## src/wildcard_byte_signature_scan_macros.svh

```systemverilog
// Assertion macros shared by the signature scan modules.
// Depends on nothing; included by the modules that check their own logic.
`ifndef WILDCARD_BYTE_SIGNATURE_SCAN_MACROS_SVH
`define WILDCARD_BYTE_SIGNATURE_SCAN_MACROS_SVH

// The property must hold in the same cycle as the condition.
`define WBSS_ASSERT_IMPLY(label, clk, rst_n, cond, prop) \
    label: assert property (@(posedge clk) disable iff (!rst_n) (cond) |-> (prop)) \
        else $error("same-cycle check failed");

// The property must hold in the cycle after the condition.
`define WBSS_ASSERT_NEXT(label, clk, rst_n, cond, prop) \
    label: assert property (@(posedge clk) disable iff (!rst_n) (cond) |=> (prop)) \
        else $error("next-cycle check failed");

`endif

```

## src/wbss_pkg.sv

```systemverilog
// Types and constants of the wildcard byte signature scan.
// Used by the front, queue, back and top-level modules; depends on nothing.
package wbss_pkg;

    localparam int CFG_INDEX_WIDTH = 8;
    localparam int CFG_DATA_WIDTH  = 64;
    localparam int SIG_BYTES       = 16;
    localparam int LENGTH_WIDTH    = 5;
    localparam int POSITION_WIDTH  = 32;
    localparam int MATCH_ADDR_WIDTH = 32;
    localparam int QUEUE_DEPTH     = 2;

    localparam logic [7:0] WILDCARD_BYTE = 8'hCC;

    localparam logic [CFG_INDEX_WIDTH-1:0] CFG_SIGNATURE_LOW    = 8'd0;
    localparam logic [CFG_INDEX_WIDTH-1:0] CFG_SIGNATURE_HIGH   = 8'd1;
    localparam logic [CFG_INDEX_WIDTH-1:0] CFG_SIGNATURE_LENGTH = 8'd2;
    localparam logic [CFG_INDEX_WIDTH-1:0] CFG_BASE_ADDRESS     = 8'd3;

    typedef struct packed {
        logic                      region_first;
        logic                      complete;
        logic                      hit;
        logic [POSITION_WIDTH-1:0] offset;
    } scan_entry_t;

endpackage

```

## src/wbss_queue.sv

```systemverilog
// Two-entry queue of classified bytes between the scan front and back.
// Depends on wbss_pkg and the assertion macro header.
`include "wildcard_byte_signature_scan_macros.svh"

module wbss_queue (
    input  logic                 clk,
    input  logic                 rst_n,
    input  logic                 push,
    input  wbss_pkg::scan_entry_t push_entry,
    output logic                 push_ready,
    input  logic                 pop,
    output logic                 q_valid,
    output wbss_pkg::scan_entry_t q_entry
);

    localparam int PTR_WIDTH = $clog2(wbss_pkg::QUEUE_DEPTH);
    localparam int CNT_WIDTH = $clog2(wbss_pkg::QUEUE_DEPTH + 1);

    wbss_pkg::scan_entry_t entry_reg [wbss_pkg::QUEUE_DEPTH];
    logic [PTR_WIDTH-1:0] wr_ptr_reg;
    logic [PTR_WIDTH-1:0] wr_ptr_next;
    logic [PTR_WIDTH-1:0] rd_ptr_reg;
    logic [PTR_WIDTH-1:0] rd_ptr_next;
    logic [CNT_WIDTH-1:0] count_reg;
    logic [CNT_WIDTH-1:0] count_next;

    assign push_ready = (count_reg != CNT_WIDTH'(wbss_pkg::QUEUE_DEPTH));
    assign q_valid    = (count_reg != '0);
    assign q_entry    = entry_reg[rd_ptr_reg];

    always_comb
    begin
        wr_ptr_next = push ? wr_ptr_reg + PTR_WIDTH'(1) : wr_ptr_reg;
        rd_ptr_next = pop ? rd_ptr_reg + PTR_WIDTH'(1) : rd_ptr_reg;
        count_next  = count_reg + CNT_WIDTH'(push) - CNT_WIDTH'(pop);
    end

    always_ff @(posedge clk or negedge rst_n)
    begin
        if (!rst_n)
        begin
            wr_ptr_reg <= '0;
            rd_ptr_reg <= '0;
            count_reg  <= '0;
        end
        else
        begin
            wr_ptr_reg <= wr_ptr_next;
            rd_ptr_reg <= rd_ptr_next;
            count_reg  <= count_next;
        end
    end

    always_ff @(posedge clk)
    begin
        if (push)
        begin
            entry_reg[wr_ptr_reg] <= push_entry;
        end
    end

    `WBSS_ASSERT_IMPLY(a_no_push_when_full, clk, rst_n, push, push_ready)
    `WBSS_ASSERT_IMPLY(a_no_pop_when_empty, clk, rst_n, pop, q_valid)
    `WBSS_ASSERT_NEXT(a_count_tracks, clk, rst_n, 1'b1,
        count_reg == CNT_WIDTH'($past(count_reg) + CNT_WIDTH'($past(push))
                                 - CNT_WIDTH'($past(pop))))

endmodule

```

## src/wbss_front.sv

```systemverilog
// Scan front: accepts bytes, shifts the window and compares it with the signature.
// Depends on wbss_pkg; feeds classified entries into wbss_queue.
module wbss_front #(
    parameter int MAX_SIGNATURE = 16
) (
    input  logic                                  clk,
    input  logic                                  rst_n,
    input  logic                                  in_valid,
    output logic                                  in_ready,
    input  logic [7:0]                            data_byte,
    input  logic                                  region_first,
    input  logic [8*wbss_pkg::SIG_BYTES-1:0]      signature,
    input  logic [wbss_pkg::LENGTH_WIDTH-1:0]     signature_length,
    input  logic                                  push_ready,
    output logic                                  push,
    output wbss_pkg::scan_entry_t                 push_entry
);

    localparam int LW   = $clog2(MAX_SIGNATURE + 1);
    localparam int IDXW = (MAX_SIGNATURE > 1) ? $clog2(MAX_SIGNATURE) : 1;

    logic [7:0] win_reg [MAX_SIGNATURE];
    logic [7:0] win_next [MAX_SIGNATURE];
    logic [LW-1:0] fill_reg;
    logic [LW-1:0] fill_next;
    logic [wbss_pkg::POSITION_WIDTH-1:0] pos_reg;
    logic [wbss_pkg::POSITION_WIDTH-1:0] pos_next;
    logic [wbss_pkg::LENGTH_WIDTH-1:0] len_raw;
    logic [LW-1:0] len;
    logic [7:0] sig_byte;
    logic [IDXW-1:0] win_idx;
    logic hit;
    logic accept;

    assign in_ready = push_ready;
    assign accept   = in_valid && push_ready;
    assign push     = accept;

    always_comb
    begin
        if (signature_length == '0)
        begin
            len_raw = wbss_pkg::LENGTH_WIDTH'(1);
        end
        else if (signature_length > wbss_pkg::LENGTH_WIDTH'(MAX_SIGNATURE))
        begin
            len_raw = wbss_pkg::LENGTH_WIDTH'(MAX_SIGNATURE);
        end
        else
        begin
            len_raw = signature_length;
        end
        len = LW'(len_raw);
    end

    always_comb
    begin
        win_next[0] = data_byte;
        for (int k = 1; k < MAX_SIGNATURE; k++)
        begin
            win_next[k] = win_reg[k-1];
        end
        if (region_first)
        begin
            fill_next = LW'(1);
            pos_next  = wbss_pkg::POSITION_WIDTH'(1);
        end
        else
        begin
            fill_next = (fill_reg < LW'(MAX_SIGNATURE)) ? fill_reg + LW'(1) : fill_reg;
            pos_next  = pos_reg + wbss_pkg::POSITION_WIDTH'(1);
        end
    end

    // Signature byte i lines up with the byte received len-1-i steps ago.
    always_comb
    begin
        hit      = 1'b1;
        sig_byte = '0;
        win_idx  = '0;
        for (int i = 0; i < MAX_SIGNATURE; i++)
        begin
            sig_byte = signature[8*i +: 8];
            win_idx  = IDXW'(len - LW'(1) - LW'(i));
            if ((LW'(i) < len) && (sig_byte != wbss_pkg::WILDCARD_BYTE)
                && (sig_byte != win_next[win_idx]))
            begin
                hit = 1'b0;
            end
        end
    end

    always_comb
    begin
        push_entry.region_first = region_first;
        push_entry.complete     = (fill_next >= len);
        push_entry.hit          = hit;
        push_entry.offset       = pos_next - wbss_pkg::POSITION_WIDTH'(len);
    end

    always_ff @(posedge clk or negedge rst_n)
    begin
        if (!rst_n)
        begin
            fill_reg <= '0;
            pos_reg  <= '0;
        end
        else if (accept)
        begin
            fill_reg <= fill_next;
            pos_reg  <= pos_next;
        end
    end

    always_ff @(posedge clk)
    begin
        if (accept)
        begin
            win_reg <= win_next;
        end
    end

endmodule

```

## src/wbss_back.sv

```systemverilog
// Scan back: tracks the first match of a region, forms the address, holds the result.
// Depends on wbss_pkg and the assertion macro header; drains wbss_queue.
`include "wildcard_byte_signature_scan_macros.svh"

module wbss_back #(
    parameter int ADDRESS_WIDTH = 32
) (
    input  logic                                   clk,
    input  logic                                   rst_n,
    input  logic                                   q_valid,
    input  wbss_pkg::scan_entry_t                  q_entry,
    output logic                                   pop,
    input  logic [wbss_pkg::MATCH_ADDR_WIDTH-1:0]  base_address,
    output logic                                   out_valid,
    input  logic                                   out_ready,
    output logic                                   match,
    output logic                                   first_match_res,
    output logic [wbss_pkg::MATCH_ADDR_WIDTH-1:0]  match_address
);

    localparam int AWE = (ADDRESS_WIDTH < wbss_pkg::MATCH_ADDR_WIDTH) ?
                         ADDRESS_WIDTH : wbss_pkg::MATCH_ADDR_WIDTH;

    logic out_valid_reg;
    logic out_valid_next;
    logic found_reg;
    logic found_next;
    logic found_cur;
    logic match_reg;
    logic match_next;
    logic first_reg;
    logic first_next;
    logic [wbss_pkg::MATCH_ADDR_WIDTH-1:0] address_reg;
    logic [wbss_pkg::MATCH_ADDR_WIDTH-1:0] address_next;
    logic [AWE-1:0] address_sum;

    assign pop             = q_valid && (!out_valid_reg || out_ready);
    assign out_valid       = out_valid_reg;
    assign match           = match_reg;
    assign first_match_res = first_reg;
    assign match_address   = address_reg;

    always_comb
    begin
        found_cur    = q_entry.region_first ? 1'b0 : found_reg;
        match_next   = q_entry.complete && q_entry.hit;
        first_next   = match_next && !found_cur;
        found_next   = pop ? (found_cur || match_next) : found_reg;
        address_sum  = base_address[AWE-1:0] + q_entry.offset[AWE-1:0];
        address_next = q_entry.complete ? wbss_pkg::MATCH_ADDR_WIDTH'(address_sum) : '0;
        if (pop)
        begin
            out_valid_next = 1'b1;
        end
        else if (out_ready)
        begin
            out_valid_next = 1'b0;
        end
        else
        begin
            out_valid_next = out_valid_reg;
        end
    end

    always_ff @(posedge clk or negedge rst_n)
    begin
        if (!rst_n)
        begin
            out_valid_reg <= 1'b0;
            found_reg     <= 1'b0;
        end
        else
        begin
            out_valid_reg <= out_valid_next;
            found_reg     <= found_next;
        end
    end

    always_ff @(posedge clk)
    begin
        if (pop)
        begin
            match_reg   <= match_next;
            first_reg   <= first_next;
            address_reg <= address_next;
        end
    end

    `WBSS_ASSERT_IMPLY(a_first_implies_match, clk, rst_n, out_valid_reg && first_reg, match_reg)
    `WBSS_ASSERT_NEXT(a_first_sets_found, clk, rst_n, pop && first_next, found_reg)
    `WBSS_ASSERT_NEXT(a_pop_fills_output, clk, rst_n, pop, out_valid_reg)

endmodule

```

## src/wildcard_byte_signature_scan.sv

```systemverilog
// Top level of the wildcard byte signature scan: configuration registers and wiring.
// Depends on wbss_pkg, wbss_front, wbss_queue and wbss_back.
//
// Usage: bytes of a region arrive on the input channel (in_valid, in_ready,
// data_byte, region_first) in ascending address order; region_first marks the
// first byte of a new region and restarts the window, position and first-match
// tracking. Every accepted byte yields exactly one result transfer on the output
// channel (out_valid, out_ready, match, first_match_res, match_address).
// The configuration channel (cfg_valid, cfg_ready, cfg_index, cfg_data) writes
// signature_low, signature_high, signature_length and base_address at indexes
// 0 to 3; other indexes are ignored, and cfg_ready is always high.
// From input transfer to result: the window compare writes the two-entry queue
// at the input transfer, and the queue head then loads the result register once
// that register is free or its result is being taken.
// Throughput is one byte per cycle while the receiver keeps out_ready high.
// When the receiver stalls, the queue absorbs up to two further bytes and then
// in_ready drops until results are taken again.
// Reset clears the configuration to its defaults, empties the queue and the
// result register, and restarts the byte position and window fill at zero.
module wildcard_byte_signature_scan #(
    parameter int MAX_SIGNATURE = 16,
    parameter int ADDRESS_WIDTH = 32
) (
    input  logic                                   clk,
    input  logic                                   rst_n,
    input  logic                                   in_valid,
    output logic                                   in_ready,
    input  logic [7:0]                             data_byte,
    input  logic                                   region_first,
    output logic                                   out_valid,
    input  logic                                   out_ready,
    output logic                                   match,
    output logic                                   first_match_res,
    output logic [wbss_pkg::MATCH_ADDR_WIDTH-1:0]  match_address,
    input  logic                                   cfg_valid,
    output logic                                   cfg_ready,
    input  logic [wbss_pkg::CFG_INDEX_WIDTH-1:0]   cfg_index,
    input  logic [wbss_pkg::CFG_DATA_WIDTH-1:0]    cfg_data
);

    logic [wbss_pkg::CFG_DATA_WIDTH-1:0]   sig_low_reg;
    logic [wbss_pkg::CFG_DATA_WIDTH-1:0]   sig_high_reg;
    logic [wbss_pkg::LENGTH_WIDTH-1:0]     sig_length_reg;
    logic [wbss_pkg::MATCH_ADDR_WIDTH-1:0] base_address_reg;

    logic                  push;
    logic                  push_ready;
    logic                  pop;
    logic                  q_valid;
    wbss_pkg::scan_entry_t push_entry;
    wbss_pkg::scan_entry_t q_entry;

    assign cfg_ready = 1'b1;

    always_ff @(posedge clk or negedge rst_n)
    begin
        if (!rst_n)
        begin
            sig_low_reg      <= '0;
            sig_high_reg     <= '0;
            sig_length_reg   <= wbss_pkg::LENGTH_WIDTH'(1);
            base_address_reg <= '0;
        end
        else if (cfg_valid && cfg_ready)
        begin
            case (cfg_index)
                wbss_pkg::CFG_SIGNATURE_LOW:
                begin
                    sig_low_reg <= cfg_data;
                end
                wbss_pkg::CFG_SIGNATURE_HIGH:
                begin
                    sig_high_reg <= cfg_data;
                end
                wbss_pkg::CFG_SIGNATURE_LENGTH:
                begin
                    sig_length_reg <= cfg_data[wbss_pkg::LENGTH_WIDTH-1:0];
                end
                wbss_pkg::CFG_BASE_ADDRESS:
                begin
                    base_address_reg <= cfg_data[wbss_pkg::MATCH_ADDR_WIDTH-1:0];
                end
                default:
                begin
                end
            endcase
        end
    end

    wbss_front #(
        .MAX_SIGNATURE(MAX_SIGNATURE)
    ) u_front (
        .clk             (clk),
        .rst_n           (rst_n),
        .in_valid        (in_valid),
        .in_ready        (in_ready),
        .data_byte       (data_byte),
        .region_first    (region_first),
        .signature       ({sig_high_reg, sig_low_reg}),
        .signature_length(sig_length_reg),
        .push_ready      (push_ready),
        .push            (push),
        .push_entry      (push_entry)
    );

    wbss_queue u_queue (
        .clk       (clk),
        .rst_n     (rst_n),
        .push      (push),
        .push_entry(push_entry),
        .push_ready(push_ready),
        .pop       (pop),
        .q_valid   (q_valid),
        .q_entry   (q_entry)
    );

    wbss_back #(
        .ADDRESS_WIDTH(ADDRESS_WIDTH)
    ) u_back (
        .clk            (clk),
        .rst_n          (rst_n),
        .q_valid        (q_valid),
        .q_entry        (q_entry),
        .pop            (pop),
        .base_address   (base_address_reg),
        .out_valid      (out_valid),
        .out_ready      (out_ready),
        .match          (match),
        .first_match_res(first_match_res),
        .match_address  (match_address)
    );

endmodule
```

## config.mk

```make
export PLATFORM = sky130hd
export DESIGN_NAME = wildcard_byte_signature_scan
export DESIGN_NICKNAME = d
export VERILOG_FILES = /design/src/wbss_pkg.sv /design/src/wbss_queue.sv /design/src/wbss_front.sv /design/src/wbss_back.sv /design/src/wildcard_byte_signature_scan.sv
export VERILOG_INCLUDE_DIRS = /design/src /design/src/src
export SDC_FILE = /design/constraint.sdc
export NUM_CORES = 1
export LEC_CHECK = 0
export BUFFER_PORTS_ARGS = -buffer_cell sky130_fd_sc_hd__buf_2
export CORE_MARGIN = 3
export CORE_UTILIZATION = 30
export CTS_BUF_LIST = sky130_fd_sc_hd__clkbuf_8 sky130_fd_sc_hd__clkbuf_16
export DETAILED_ROUTE_END_ITERATION = 8
export HOLD_SLACK_MARGIN = 0.06
export PLACE_DENSITY_LB_ADDON = 0.15
export SYNTH_ARGS = -nofsm -noshare
export SYNTH_HDL_FRONTEND = slang
export SYNTH_SLANG_ARGS = --single-unit
export TNS_END_PERCENT = 50
```

## constraint.sdc

```tcl
create_clock -name clk -period 7.06 [get_ports clk]
set_clock_uncertainty 0.05 [all_clocks]
set_input_delay 1.412 -clock clk [delete_from_list [all_inputs] [get_ports clk]]
set_output_delay 1.412 -clock clk [all_outputs]
set_load 0.01 [all_outputs]
```

# After elaboration in Yosys (flattened, before gate mapping)
# Memory sizes are Yosys's and may differ from the RTL's.
# Cells that the tools add are included.
[word_totals]
mem_count = 1
input_bits = 86
ramBits = 70
ff_bits = 362
wordCells = 263
[mem_list]
columns = ["memory", "words", "width", "read_ports", "rd_ports_with_merged_regs", "wr", "line_no", "source"]
rows = [
  ["u_queue.entry_reg", 2, 35, 1, 0, 1, "wbss_queue.sv:19", "wbss_pkg::scan_entry_t entry_reg [wbss_pkg::QUEUE_DEPTH];"],
]
[op_classes]
n_lt_le_gt_ge = 35
reduce_logical = 48
n_eq_ne = 36
mux = 74
add_sub_neg = 24
bitwise_logic = 16
[op_table]
columns = ["cell", "n"]
rows = [
  ["$bmux 8 s4", 16],
  ["$mux 8", 32],
  ["$ne 8x8->1", 16],
  ["$ne 8x8->1 const B", 16],
  ["$ge 5x5->1 const B", 16],
  ["$not 4->5", 16],
  ["$lt 4x5->1 const A", 8],
  ["$logic_and 1x1->1", 36],
  ["$add 32x1->32 const B", 1],
  ["$add 32x32->32", 1],
  ["$mux 32", 1],
  ["$sub 32x5->32", 1],
  ["$sub 4x4->4 const B", 8],
  ["$mux 1", 21],
  ["$lt 3x5->1 const A", 4],
  ["$mux 5", 4],
  ["$eq 8x2->1 const B", 2],
  ["$sub 4x3->4 const B", 4],
  ["$lt 1x5->1 const A", 2],
  ["$lt 2x5->1 const A", 2],
  ["$eq 8x1->1 const B", 1],
  ["$logic_not 8->1", 1],
  ["$reduce_and 2->1", 4],
  ["$sub 4x1->4 const B", 2],
  ["13 further kinds", 18],
]

# Longest topological paths before layout
# Gate-level depths: netlist of run 1.
[depth]
ltp_word = 26
ltp_mapped = 24

# Cells and area by module
# Synthesis of run 1 repeated with hierarchy kept, for this count alone.
[unflattened]
cells_unflattened = 2590
area_unflattened_um2 = 28900.2
[by_module_without_submodules]
columns = ["mod", "seq_area_each_um2", "cells_each", "area_each_um2", "instances"]
rows = [
  ["wbss_front", 4529.3, 1748, 16569.6, 1],
  ["wildcard_byte_signature_scan", 4130.2, 355, 6167.2, 1],
  ["wbss_back", 1071.0, 363, 3288.2, 1],
  ["wbss_queue", 2202.1, 124, 2875.3, 1],
]

# Worst setup path before layout of run 1
# No wires, ideal clock.
[synth_timing]
kind = "input to register"
from = "in in_valid"
to = "reg u_front.pos_reg[27] (netlist name)"
t_arrival_ns = 5.934
path_buffers = 1
cell_stages = 5
setup_slack_ns = 0.953
required_ns = 6.887
cell_sequence = "nand2_1 > inv_1 > buf_1 > o21ai_0 > a22o_1"
[synth_via]
elab_chain_cells = 1
[synth_rtl]
columns = ["element", "line_no", "source"]
rows = [
  ["start, declared", "wildcard_byte_signature_scan.sv:26", "input logic in_valid,"],
  ["$logic_and 1x1->1", "wbss_front.sv:36", "assign accept = in_valid && push_ready;"],
  ["net push", "wildcard_byte_signature_scan.sv:46", "logic push;"],
  ["end signal, assigned", "wbss_front.sv:111", "pos_reg <= pos_next;"],
  ["end, declared", "wbss_front.sv:26", "logic [wbss_pkg::POSITION_WIDTH-1:0] pos_reg;"],
]
# The timed path passes the listed nets, and every way through them passes these cells.
# A chain may end at the register's enable or synchronous reset.

==> results of run 1 <==
[cells by family after synthesis]
| group | count (synthesis) |
|---|---|
| xor+xnor | 209 |
| flops | 432 |
| mux | 469 |
| simple gates | 422 |
| fa+ha+maj | 58 |
| buf+inv | 147 |
| other cells | 1 |
| compound gates | 283 |
[synth_stat cells, types with 8 or more instances]
cell type  instances  area share (%)
edfxtp_1         224              25
mux2_2           210             8.9
dfrtp_1          207              19
mux4_2           190              16
xnor2_1          121             4.0
nor2_1           111             1.6
nand2_1           97             1.4
xor2_1            88             2.9
mux2i_1           69             2.6
clkbuf_1          63            0.89
ha_1              56             2.6
o21ai_0           54             1.0
a21oi_1           52            0.98
inv_1             38            0.54
a22o_1            35             1.2
nand4_1           35            0.82
a221oi_1          33             1.1
nor3_1            32            0.60
nand3_1           31            0.58
o31ai_1           25            0.71
nor4_1            21            0.49
a21o_1            17            0.48
buf_1             17            0.24
and3_1            15            0.35
buf_4             15            0.42
nand2b_1          12            0.28
and2_1             9            0.21
nor2b_1            9            0.21
or4_1              9            0.25
a31oi_1            8            0.19
[critical path: cells and delay by family (launching register included)]
| kind | cells | cell delay [ps] |
|---|---|---|
| adders and majority gates | 1 | 390 |
| AOI/OAI and AO/OA | 2 | 450 |
| xor gates and xnor gates | 2 | 1380 |
| and+or+nand+nor | 6 | 1750 |
| muxes | 1 | 630 |
| buffers and inverters | 1 | 290 |
| DFF | 1 | 570 |
[final cells by class]
cell class / count / area, µm² / area share, %
antenna: 1 / 2.502 / 0.008240
clock buffer: 55 / 1343 / 4.421
clock inverter: 41 / 519.2 / 1.710
inverter: 42 / 167.7 / 0.5521
multi-input combinational: 1442 / 14080 / 46.35
sequential: 432 / 11930 / 39.30
tap: 1155 / 1445 / 4.759
timing repair buffer: 156 / 882.1 / 2.905
[stage by stage]
step | power, µW | hold slack [ps] | util, % | area (µm²) | std cells
finish | 9587 | 440.1 | 34.79 | 30370 | 3324
CTS | 9691 | 441.1 | 34.77 | 30360 | 3322
global placement | 6698 | 426.0 | 32.64 | 28490 | 3226
global route | 10080 | 477.3 | 34.79 | 30370 | 3323
floorplan | 5623 | 409.7 | - | 26600 | 2021
detailed placement | 6723 | 431.5 | 32.64 | 28490 | 3226
[power groups by stage]
stage          clock, µW  combinational [µW]  sequential (µW)
6_report            2900                3070             3610
5_1_grt             3100                3330             3660
4_1_cts             3000                3090             3600
3_5_place_dp           0                3070             3650
3_3_place_gp           0                3060             3640
2_1_floorplan          0                2030             3600
[worst min-delay path by stage]
stage / start / slack [ps] / endpoint / cells after the start
finish: u_back.out_valid / 440 / u_back.out_valid / 2
global route: u_front.win_next[74] / 480 / u_front.win_next[66] / 0
CTS: u_front.win_next[74] / 440 / u_front.win_next[66] / 0
detailed placement: u_back.out_valid / 430 / u_back.out_valid / 2
global placement: u_queue.count_reg[0] / 430 / u_back.out_valid / 2
floorplan: u_queue.count_reg[0] / 410 / u_back.out_valid / 2
[routing by layer]
layer / up-vias / track usage, % / wire, µm / share of wire, %
li1: 8118 / - / - / -
met1: 9416 / 25.10 / 38110 / 45
met2: 574 / 27.22 / 37690 / 44
met3: 126 / 4.882 / 6308 / 7.4
met4: 4 / 5.405 / 2618 / 3.1
met5: - / 0 / 27 / 0.032
==> flow_summary.json, run 1 <==
{
  "outcome": "finished clean",
  "postCtsSetupBuffers": 0,
  "cts_tree": "built",
  "max_freq_mhz": 175.4,
  "cts_made_buffers": 51,
  "clock_path_buffers": 3,
  "tns_ps": 0,
  "timing.rr.end": "u_queue.entry_reg[0][32]",
  "timing_worst_setup_path_type": "flop to flop",
  "seqPwrFrac_pct": 37.7,
  "ys.flop_type": "edfxtp_1",
  "crit_arrival_ps": 6070,
  "grt_max_degree": 92,
  "syn_to_final_growth_pct": 14.18,
  "antenna_found_initial": 7,
  "pre_cts_ws_ps": 1359,
  "p_leak_uw": 0.01192,
  "vias": 18240,
  "critical_path.most_common_cell": "nand4_1",
  "die_w_um": 303.8,
  "cts-htree-levels": 2,
  "synth_edf_count": 224,
  "cts-root-buf": "clkbuf_16",
  "slew_viol_final": 0,
  "hold_viol": 0,
  "ys_seq_area_share_pct": 44.86,
  "ys_ff_latch": 432,
  "synthMuxAreaShare_pct": 27.58,
  "most-common-layout-cells": "edfxtp_1, mux2_2, dfrtp_1",
  "r2r_slack_ps": 1360,
  "crit_path_end": "u_queue.entry_reg[0][32]",
  "detail-route-antenna-nets": 0,
  "grt_pass1_vias": 18100,
  "synth_compound_area_share_pct": 7.456,
  "ios": 123,
  "final.min_clock_period_ps": 5701,
  "cts.sinks": 432,
  "drv_cap": 0,
  "avgSynthCellArea_um2": 13.16,
  "largest_register_ff_count": 120,
  "slew_headroom_pct": 14.37,
  "worstPathCellList": "inv_2 > nand2_1 > ha_1 > a21boi_0 > nand2b_1 > nand2_2 > xnor2_2 > mux4_2 > xnor2_1 > nand4_1 > o211ai_1 > nand4_1 > nor4_1",
  "start_util_pct": 30.47,
  "n_fill_cell": 8597,
  "overflow": 0,
  "power_density_mw_per_mm2": 315.7,
  "gp_congestion": 0.8972,
  "viasPerCell": 5.487,
  "cp.required_ps": 7430,
  "report.final.setup_viol": 0,
  "synth-simple-area-share_pct": 7.973,
  "p_sw_uw": 3303,
  "yosysUniqueCellTypes": 75,
  "holdBufCountCts": 0,
  "power_frac_comb_pct": 32.1,
  "grt_pass1_wl_um": 124900,
  "cp-start-kind": "flop",
  "path_max_fanout": 19,
  "dieArea_mm2": 0.09227,
  "yosys.area_share.xor_xnor_pct": 6.882,
  "critPathSlowestCell": "xnor2_2",
  "nNetsFinal": 2269,
  "yosysWarningCount": 0,
  "synth-async-reset-ratio_pct": 48.15,
  "grt_usage_pct": 17.96,
  "layout-drive-gt1-share_pct": 31.27,
  "port_buffers": 121,
  "netlist_area_mm2": 0.02660,
  "cp-end-kind": "flop",
  "cts_resized": 0,
  "clk_latency_ps": 620,
  "rsz0062_at_grt": "false",
  "rows": 108,
  "layout_setup_ws_ps": 1359,
  "drc_errors": 0,
  "synthesis.nets": 2165,
  "fin_crit_sh_pct": 80.75,
  "core-area_mm2": 0.08729,
  "internal_power_uw": 6284,
  "die_h_um": 303.8,
  "p_sw_share_pct": 34.45,
  "reg2reg_from": "sig_length_reg[4]",
  "worst_pin_slew_ps": 1278,
  "routedWlPerCell_um": 25.50,
  "r2r.worst_path.cells": 13,
  "synth_top_family_by_area": "multiplexers",
  "clk_pin_slew_ps": 60,
  "first_iter_violations": 1755,
  "synthCells": 2021,
  "clockPowerShare_pct": 30.3,
  "dr.pass1.iters": 7,
  "hp-class": "flop to flop",
  "peakVddDrop_mv": 0.1599,
  "synthAdderAreaFrac_pct": 2.785,
  "crit_path_start": "sig_length_reg[4]",
  "slowest_delay_ps": 1160,
  "hpwlAfterDp_um": 63860,
  "layout_commonest_cell": "edfxtp_1",
  "routed_wl_um": 84760
}
Power figures use the tool's default switching activity.
==> inputs of run 2 (changes only) <==
==> constraint.sdc (replaced) <==
create_clock -name clk -period 5.8 [get_ports clk]
set_clock_uncertainty 0.05 [all_clocks]
set_input_delay 1.16 -clock clk [delete_from_list [all_inputs] [get_ports clk]]
set_output_delay 1.16 -clock clk [all_outputs]
set_load 0.01 [all_outputs]
==> flow_summary.json, run 2 (synthesis gave the netlist of run 1 again) <==
{
  "grt_usage_pct": 17.89,
  "vias": 18390,
  "fin_hold_ws_ps": 440.4,
  "hold_viol": 0,
  "slew_headroom_pct": 17.68,
  "n_fill_cell": 8543,
  "dr.pass1.iters": 5,
  "antenna_found_initial": 6,
  "clk_pin_slew_ps": 60,
  "power_density_mw_per_mm2": 377.4,
  "worst_pin_slew_ps": 1229,
  "cts-htree-levels": 2,
  "cp.required_ps": 6140,
  "die_h_um": 303.8,
  "cts-root-buf": "clkbuf_16",
  "overflow": 0,
  "ios": 123,
  "holdBufCountCts": 0,
  "most-common-layout-cells": "edfxtp_1, mux2_2, dfrtp_1",
  "postCtsSetupBuffers": 0,
  "slew_viol_final": 0,
  "grt_pass1_wl_um": 125400,
  "drv_cap": 0,
  "routed_wl_um": 83990,
  "routedWlPerCell_um": 25.10,
  "crit_path_start": "sig_length_reg[1]",
  "hpwlAfterDp_um": 63300,
  "ff_latch_area_mm2": 0.01193,
  "detail-route-antenna-nets": 0,
  "fin_crit_sh_pct": 90.80,
  "port_buffers": 121,
  "gp_congestion": 0.9020,
  "crit_path_end": "u_queue.entry_reg[0][32]",
  "hp-class": "flop to flop",
  "final.min_clock_period_ps": 5266,
  "cts_tree": "built",
  "grt_max_degree": 133,
  "rows": 108,
  "cts_made_buffers": 53,
  "layout-drive-gt1-share_pct": 31.60,
  "critPathSlowestCell": "xnor2_2",
  "drc_errors": 0,
  "r2r_slack_ps": 530,
  "p_leak_uw": 0.01203,
  "core-area_mm2": 0.08729,
  "worstPathCellList": "nor3_2 > nor2_1 > nor2_4 > inv_6 > ha_1 > xnor2_1 > buf_4 > inv_1 > buf_4 > ha_1 > a21oi_1 > xnor2_2 > mux4_2 > xor2_1 > nor4_1 > a31o_2 > nand4_1 > nor4_1",
  "r2r.worst_path.cells": 18,
  "path_max_fanout": 21,
  "multi_input_area_mm2": 0.01408,
  "slowest_delay_ps": 820,
  "cts_resized": 0,
  "timing_worst_setup_path_type": "flop to flop",
  "placed_area_mm2": 0.02868,
  "fin_area_mm2": 0.03046,
  "crit_arrival_ps": 5610,
  "outcome": "finished clean",
  "cp-start-kind": "flop",
  "timing.rr.end": "u_queue.entry_reg[0][32]",
  "viasPerCell": 5.495,
  "grt_pass1_vias": 17950,
  "clock_path_buffers": 3,
  "layout_commonest_cell": "edfxtp_1",
  "peakVddDrop_mv": 0.2195,
  "first_iter_violations": 1633,
  "syn_to_final_growth_pct": 14.52,
  "cp-end-kind": "flop",
  "reg2reg_from": "sig_length_reg[1]",
  "cts.sinks": 432,
  "largest_register_ff_count": 120,
  "max_freq_mhz": 189.9,
  "die_w_um": 303.8,
  "start_util_pct": 30.47,
  "p_total_uw": 11500,
  "report.final.setup_viol": 0,
  "clk_latency_ps": 610,
  "dieArea_mm2": 0.09227,
  "tns_ps": 0,
  "nNetsFinal": 2286,
  "rsz0062_at_grt": "false"
}
## run 2: cell count changes in the layout (fill, tap and decap cells not counted), moves of 2 or more
cell / change
clkinv_2: +5
buf_4: +11
clkbuf_16: +2
clkinv_4: +2
bufinv_16: -4
inv_1: +7
clkinvlp_4: -5
buf_12: +5
diode_2: +3
## run 2: per-stage QoR
step / instances / util, % / setup WS (ps)
floorplan: 2021 / - / 44.31
global placement: 3242 / 32.85 / 676.4
detailed placement: 3242 / 32.85 / 441.4
CTS: 3342 / 34.88 / 433.3
global route: 3342 / 34.88 / 89.75
finish: 3346 / 34.89 / 533.6
## run 2: critical path: cells and delay by family (launching register included)
kind / cells / cell delay [ps]
XOR/XNOR: 3 / 1100
AND/OR/NAND/NOR: 6 / 1450
flip-flops: 1 / 430
adder cells (fa/ha/maj): 2 / 420
multiplexers: 1 / 610
buffers and inverters: 4 / 670
AO/OA/AOI/OAI: 2 / 310
## run 2: how the worst min path moves through the flow
| stage | start | endpoint | slack [ps] | depth (start not counted) |
|---|---|---|---|---|
| after floorplan | u_queue.count_reg[0] | u_back.out_valid | 410 | 2 |
| after global placement | u_queue.count_reg[0] | u_back.out_valid | 420 | 2 |
| after detailed placement | u_back.out_valid | u_back.out_valid | 440 | 2 |
| after CTS | u_back.out_valid | u_back.out_valid | 450 | 2 |
| after global routing | u_front.win_next[117] | u_front.win_next[109] | 480 | 0 |
| final | u_back.out_valid | u_back.out_valid | 440 | 2 |
## run 2: where the power goes
group,internal [µW],switching [µW]
clock,1970,1410
sequential,3970,414
combinational,1590,2140
total,7530,3970
## run 2: final cells by class
class                           instances  area share (%)
Inverter                               42          0.5504
Multi-Input combinational cell       1442           46.21
Clock buffer                           57           4.572
Timing Repair Buffer                  171           3.459
Antenna cell                            4         0.03286
Clock inverter                         43           1.249
Sequential cell                       432           39.18
Tap cell                             1155           4.745
## run 2: routing by layer
metal	wire (µm)	part of all wire [%]	vias up	GRT usage [%]
met5	0	0	-	0
met4	1255	1.5	0	3.252
met3	4236	5.0	82	2.500
met2	38440	46	534	27.63
met1	40060	48	9602	26.92
li1	-	-	8167	-
